### src/rtl/ltfc_pkg.sv
// Package for the link test frame checker.
// Holds the request/result payload types, the status and opcode codes and the frame constants.
// No dependencies.
package ltfc_pkg;

	localparam int FRAME_BYTES = 12;
	localparam int POS_W = $clog2(FRAME_BYTES);
	localparam int CNT_W = 32;

	localparam logic [7:0] SYNC_FIRST_RST = 8'hA5;
	localparam logic [7:0] SYNC_SECOND_RST = 8'h5A;

	typedef enum logic {
		OP_DATA  = 1'b0,
		OP_CLEAR = 1'b1
	} opcode_t;

	typedef enum logic [1:0] {
		ST_GOOD     = 2'd0,
		ST_SYNC     = 2'd1,
		ST_CHECKSUM = 2'd2
	} status_t;

	typedef enum logic {
		CFG_SYNC_FIRST  = 1'b0,
		CFG_SYNC_SECOND = 1'b1
	} cfg_index_t;

	typedef struct packed {
		opcode_t    opcode;
		logic [7:0] data_byte;
	} req_t;

	typedef struct packed {
		status_t        status;
		logic [7:0]     frame_id;
		logic           dropped;
		logic           payload_bad;
		logic [CNT_W-1:0] frame_count;
		logic [CNT_W-1:0] sync_errors;
		logic [CNT_W-1:0] checksum_errors;
		logic [CNT_W-1:0] drop_errors;
		logic [CNT_W-1:0] payload_errors;
	} rsp_t;

	// completed-frame summary from the framer to the statistics unit
	typedef struct packed {
		logic       done;
		logic       sync_ok;
		logic       sum_ok;
		logic [7:0] id;
		logic       pay_bad;
		// hunt found both sync bytes in this request
		logic       resync;
	} frame_t;

endpackage

### src/rtl/ltfc_framer.sv
// Byte framer: tracks position, sync hunt, running XOR and payload pattern.
// Reports each completed frame as a frame_t summary. Depends on ltfc_pkg.
module ltfc_framer (
	input  logic              clk,
	input  logic              arst_n,
	input  logic              en,
	input  logic [7:0]        data_byte,
	input  logic [7:0]        sync_first,
	input  logic [7:0]        sync_second,
	output ltfc_pkg::frame_t  frame
);
	import ltfc_pkg::*;

	localparam logic [POS_W-1:0] LAST_POS = POS_W'(FRAME_BYTES - 1);

	logic [POS_W-1:0] pos_q, pos_d;
	logic             hunt_q, hunt_d;
	logic [7:0]       prev_q;
	logic [7:0]       head0_q, head1_q, head2_q;
	logic [7:0]       head0_d, head1_d, head2_d;
	logic [7:0]       xor_q, xor_d, xor_acc;
	logic             mism_q, mism_d, mism_acc;
	logic [7:0]       pattern;
	logic             last;
	logic             sync_hit;

	assign pattern  = head2_q + {{(8 - POS_W){1'b0}}, pos_q} - 8'd4;
	assign last     = (pos_q == LAST_POS);
	assign sync_hit = en && hunt_q && (prev_q == sync_first) && (data_byte == sync_second);

	always_comb begin
		xor_acc  = (pos_q == '0) ? data_byte : (xor_q ^ data_byte);
		mism_acc = (pos_q == '0) ? 1'b0 : mism_q;
		if (pos_q >= POS_W'(4) && data_byte != pattern) begin
			mism_acc = 1'b1;
		end
	end

	always_comb begin
		frame.done    = en && !hunt_q && last;
		frame.sync_ok = (head0_q == sync_first) && (head1_q == sync_second);
		frame.sum_ok  = (xor_acc == 8'd0);
		frame.id      = head2_q;
		frame.pay_bad = mism_acc;
		frame.resync  = sync_hit;
	end

	always_comb begin
		pos_d   = pos_q;
		hunt_d  = hunt_q;
		head0_d = head0_q;
		head1_d = head1_q;
		head2_d = head2_q;
		xor_d   = xor_q;
		mism_d  = mism_q;
		if (en) begin
			if (hunt_q) begin
				// resume at byte 2 once both sync bytes are seen in a row
				if (sync_hit) begin
					head0_d = sync_first;
					head1_d = sync_second;
					xor_d   = sync_first ^ sync_second;
					mism_d  = 1'b0;
					pos_d   = POS_W'(2);
					hunt_d  = 1'b0;
				end
			end else begin
				xor_d  = xor_acc;
				mism_d = mism_acc;
				case (pos_q)
					POS_W'(0): head0_d = data_byte;
					POS_W'(1): head1_d = data_byte;
					POS_W'(2): head2_d = data_byte;
					default:   head2_d = head2_q;
				endcase
				if (last) begin
					pos_d  = '0;
					hunt_d = !(frame.sync_ok && frame.sum_ok);
				end else begin
					pos_d = pos_q + POS_W'(1);
				end
			end
		end
	end

	always_ff @(posedge clk or negedge arst_n) begin
		if (!arst_n) begin
			pos_q   <= '0;
			hunt_q  <= 1'b0;
			prev_q  <= '0;
			head0_q <= '0;
			head1_q <= '0;
			head2_q <= '0;
			xor_q   <= '0;
			mism_q  <= 1'b0;
		end else begin
			pos_q   <= pos_d;
			hunt_q  <= hunt_d;
			head0_q <= head0_d;
			head1_q <= head1_d;
			head2_q <= head2_d;
			xor_q   <= xor_d;
			mism_q  <= mism_d;
			if (en) begin
				prev_q <= data_byte;
			end
		end
	end

endmodule

### config.mk
export PLATFORM = sky130hd
export DESIGN_NAME = ltfc_framer
export DESIGN_NICKNAME = d
export VERILOG_FILES = /design/src/rtl/ltfc_pkg.sv /design/src/rtl/ltfc_framer.sv
export SDC_FILE = /design/constraint.sdc
export NUM_CORES = 1
export LEC_CHECK = 0
export BUFFER_PORTS_ARGS = -buffer_cell sky130_fd_sc_hd__buf_4
export CAP_MARGIN = 10
export CORE_MARGIN = 1
export CORE_UTILIZATION = 50
export CTS_CLUSTER_DIAMETER = 60
export DETAILED_ROUTE_END_ITERATION = 10
export GPL_ROUTABILITY_DRIVEN = 0
export PLACE_DENSITY = 0.7
export SLEW_MARGIN = 20
export SYNTH_ARGS = -nofsm -noshare
export SYNTH_HDL_FRONTEND = slang
export SYNTH_SLANG_ARGS = --single-unit
### constraint.sdc
create_clock -name clk -period 8.3 [get_ports clk]
set_input_delay 1.245 -clock clk [delete_from_list [all_inputs] [get_ports clk]]
set_output_delay 1.245 -clock clk [all_outputs]
set_load 0.005 [all_outputs]
==> run metrics <==
final worst-path cycle share=a little under half; Static Leakage=approximately 0.0018 uW; worst setup path start=pos_q[1]; die extent in y=between 80 and 90 um; number of filler instances in the final layout=about 560; final cell count without fillers=~440; capturing element of the worst setup path=frame[1]; arithmetic-cell share of the synthesized area counting full adders, half adders and majority gates=approximately 5.9%; Reg-to-Reg End=xor_q[3]; first-pass GRT wire length=approximately 13000 um; placed cell count=around 440; RSZ-0062 raised after global routing=false; final global-route overflow total=0; DRT antenna net count=0; Final Util=57.9%; Layout Skew=between 9 and 10 ps; fraction of synthesized cell area in xor and xnor cells=~15%; portion of synthesized cell area occupied by the leading cell type=34.5%; main combinational cell family by area after synthesis=XOR/XNOR gates; multiplexer share of the synthesized area=roughly 14%; achievable frequency=~250 MHz; worst endpoint data arrival time=between 2000 and 3000 ps; met2 capacity usage during global routing=between 30% and 40%; maximum number of buffers from clock root to sink=2; busiest layer in global routing=met2; cell count after synthesis=around 340; PostCTS Resize Cnt=0; H-tree levels=2; Worst setup SP type=flip-flop; cell taking the most area after synthesis=sky130_fd_sc_hd__dfrtp_1; relative slew slack=a little over a third; # diodes=0; standard cell area after detailed placement=around 3600 sq um; critical path data required time=about 7000 ps; clock buffers created by TritonCTS=5; Synth Area in Simple Gates=between 10 and 15%; highest fanout seen on the critical path=6; clk_lat worst skew=slightly above 300 ps; maximum capacitance violations=0; number of remaining DRC errors=0; TritonCTS clock tree=done; outcome=finished clean; DRT Pass-1 Iters=4; starting density of the core=approximately 52%; I/O pin count=40; share of synthesized area occupied by flip-flops and latches=34.5%; final setup violation count=0; CTS root buffer=sky130_fd_sc_hd__clkbuf_8; worst hold slack=just over 500 ps; Tot GR Track Use=23.4%; maximum number of pins on one net before global-route repair=between 40 and 50; Crit Reg-Reg Startpoint=hunt_q; warnings from Yosys=0; number of max-slew violations in the final report=0; post-layout min period=3970 ps; top post-synthesis cells by area=sky130_fd_sc_hd__dfrtp_1 35%, sky130_fd_sc_hd__xnor2_1 11%, sky130_fd_sc_hd__mux2_4 8.1%, sky130_fd_sc_hd__mux2_2 5.4%, sky130_fd_sc_hd__nand2_1 5.4%; syn_nets=381; setup fix buffers added after clock tree synthesis=0; area of the mapped netlist=~3300 sq um; number of vias per cell=~5.6; IR Drop Worst-Case VDD=around 0.086 mV; layout cells sized above 1=25.1%; distinct cell type count of the synthesized netlist=between 40 and 50; wire length reported by the detailed router=~7700 um; number of cell instances on the worst register-to-register path=4; Clock Pin Slew Worst Setup and Hold Paths=roughly 90 ps; area overhead of the layout relative to synthesis=10.9%; count of routing violations after the opening detailed-route iteration=154; die area=between 7000 and 8000 sq um; worst reg2reg setup slack=5600 ps; number of antenna violations at the first check in global routing=0; horizontal die dimension=83.7 um; class of the most critical hold timing path=flip-flop to flip-flop; routed len/inst=17.4 um; total half-perimeter wirelength after legalization and detailed placement=5660 um; vias in the first global route=about 2400; Core Region=~6400 sq um; design area=about 3700 sq um; total of flip-flops plus latches after synthesis=46; transition time of the tightest slew-check pin=around 960 ps; hold violation count in the final report=0; total vias in the final route=~2500; endpoint type of the worst setup path=output port; sink count of the clock tree=between 40 and 50; cts-stage hold buffer count=0; met1 track demand over resource=between 30 and 40%; net count reported at finish=just over 400; Setup TNS Final=0 ps; met3 track utilization from global routing=2.97%; FP Rows=29; cell area power density=between 100 and 150 nW/um^2; category of the critical setup timing path=flip-flop to output port; area fraction in compound gates after synthesis=between 10% and 20%; Port Buffer Count=39; per-instance average area after synthesis=between 9 and 10 sq um
==> cells by family (layout without fill, tap and decap cells) <==
group                    count (synthesis)  after routing
buffers and inverters                   38             65
multiplexers                            36             36
adder cells (fa/ha/maj)                 15             15
flip-flops                              46             46
XOR/XNOR                                58             58
AO/OA/AOI/OAI                           47             47
AND/OR/NAND/NOR                         99             99
==> critical path: stages (launching register included) <==
cell	delay [ps]
sky130_fd_sc_hd__dfrtp_1	460
sky130_fd_sc_hd__ha_1	300
sky130_fd_sc_hd__ha_1	230
sky130_fd_sc_hd__fa_1	410
sky130_fd_sc_hd__nand3_1	100
sky130_fd_sc_hd__nand2_1	90
sky130_fd_sc_hd__xor2_1	180
sky130_fd_sc_hd__mux2i_1	200
sky130_fd_sc_hd__a41oi_1	150
sky130_fd_sc_hd__a21o_1	190
sky130_fd_sc_hd__buf_4	130
==> where the power goes <==
| group | total [uW] | internal (uW) | switching, uW |
|---|---|---|---|
| logic | 82.0 | 38.2 | 43.9 |
| registers | 237 | 231 | 6.13 |
| clock network | 151 | 67.2 | 83.6 |
==> per-stage QoR <==
stage | total power, uW | worst slack (ps)
floorplan | 292 | 4660
detailed placement | 323 | 4530
global placement | 322 | 4580
global route | 491 | 4170
finish | 470 | 4330
CTS | 470 | 4310
==> worst min path at each step <==
stage / from / to / slack (ps) / cells past startpoint
2_1_floorplan: mism_q / mism_q / 470 / 1
3_3_place_gp: mism_q / mism_q / 480 / 1
3_5_place_dp: mism_q / mism_q / 490 / 1
4_1_cts: mism_q / mism_q / 520 / 1
5_1_grt: mism_q / mism_q / 530 / 1
6_report: mism_q / mism_q / 510 / 1
==> sequential cells by signal, indices dropped and copies added (netlist names) <==
signal   cells
head0_q      8
head1_q      8
head2_q      8
hunt_q       1
mism_q       1
pos_q        4
prev_q       8
xor_q        8
==> layer usage <==
metal	share of wire [%]	up-vias
met3	3.4	5
met2	49	52
met1	47	1220
met4	0.86	0
li1	-	1208
met5	0	-
==> final cells by class <==
| class | instances | area, sq um | share of cell area, % |
|---|---|---|---|
| inverters | 17 | 63.8 | 1.72 |
| flip-flops and latches | 46 | 1150 | 31.1 |
| clock buffers | 6 | 82.6 | 2.23 |
| clock inverters | 2 | 12.5 | 0.338 |
| multi-input cells | 255 | 1990 | 53.9 |
| well taps | 77 | 96.3 | 2.60 |
| repair buffers | 40 | 300 | 8.12 |
==> cell usage after synthesis, drive strengths merged <==
cell type  number
a211oi          5
a21o            5
a21oi          11
a22o            1
a2bb2oi         2
a31o            1
a31oi           7
a32o            1
a41o            1
a41oi           1
and2            2
and3            1
buf            11
clkbuf         10
dfrtp          46
fa              1
ha             14
inv            17
mux2           34
mux2i           2
nand2          48
nand3           8
nand3b          1
nand4           6
nor2           16
nor2b           1
nor3            7
nor3b           1
nor4            4
nor4bb          2
o21ai          10
o22a            1
o22ai           1
or2             1
or3b            1
xnor2          42
xor2           16
==> layout by cell type (no fill, tap or decap), drive strengths merged, types with 2 or more instances in the layout <==
master	n
nor4bb	2
and2	2
buf	40
a2bb2oi	2
mux2	34
nor3	7
o21ai	10
nor4	4
a211oi	5
dfrtp	46
nand2	48
clkbuf	6
xnor2	42
xor2	16
a21o	5
a31oi	7
inv	17
a21oi	11
nor2	16
nand4	6
nand3	8
mux2i	2
ha	14
No activity file was read; power rests on OpenSTA's default activity.
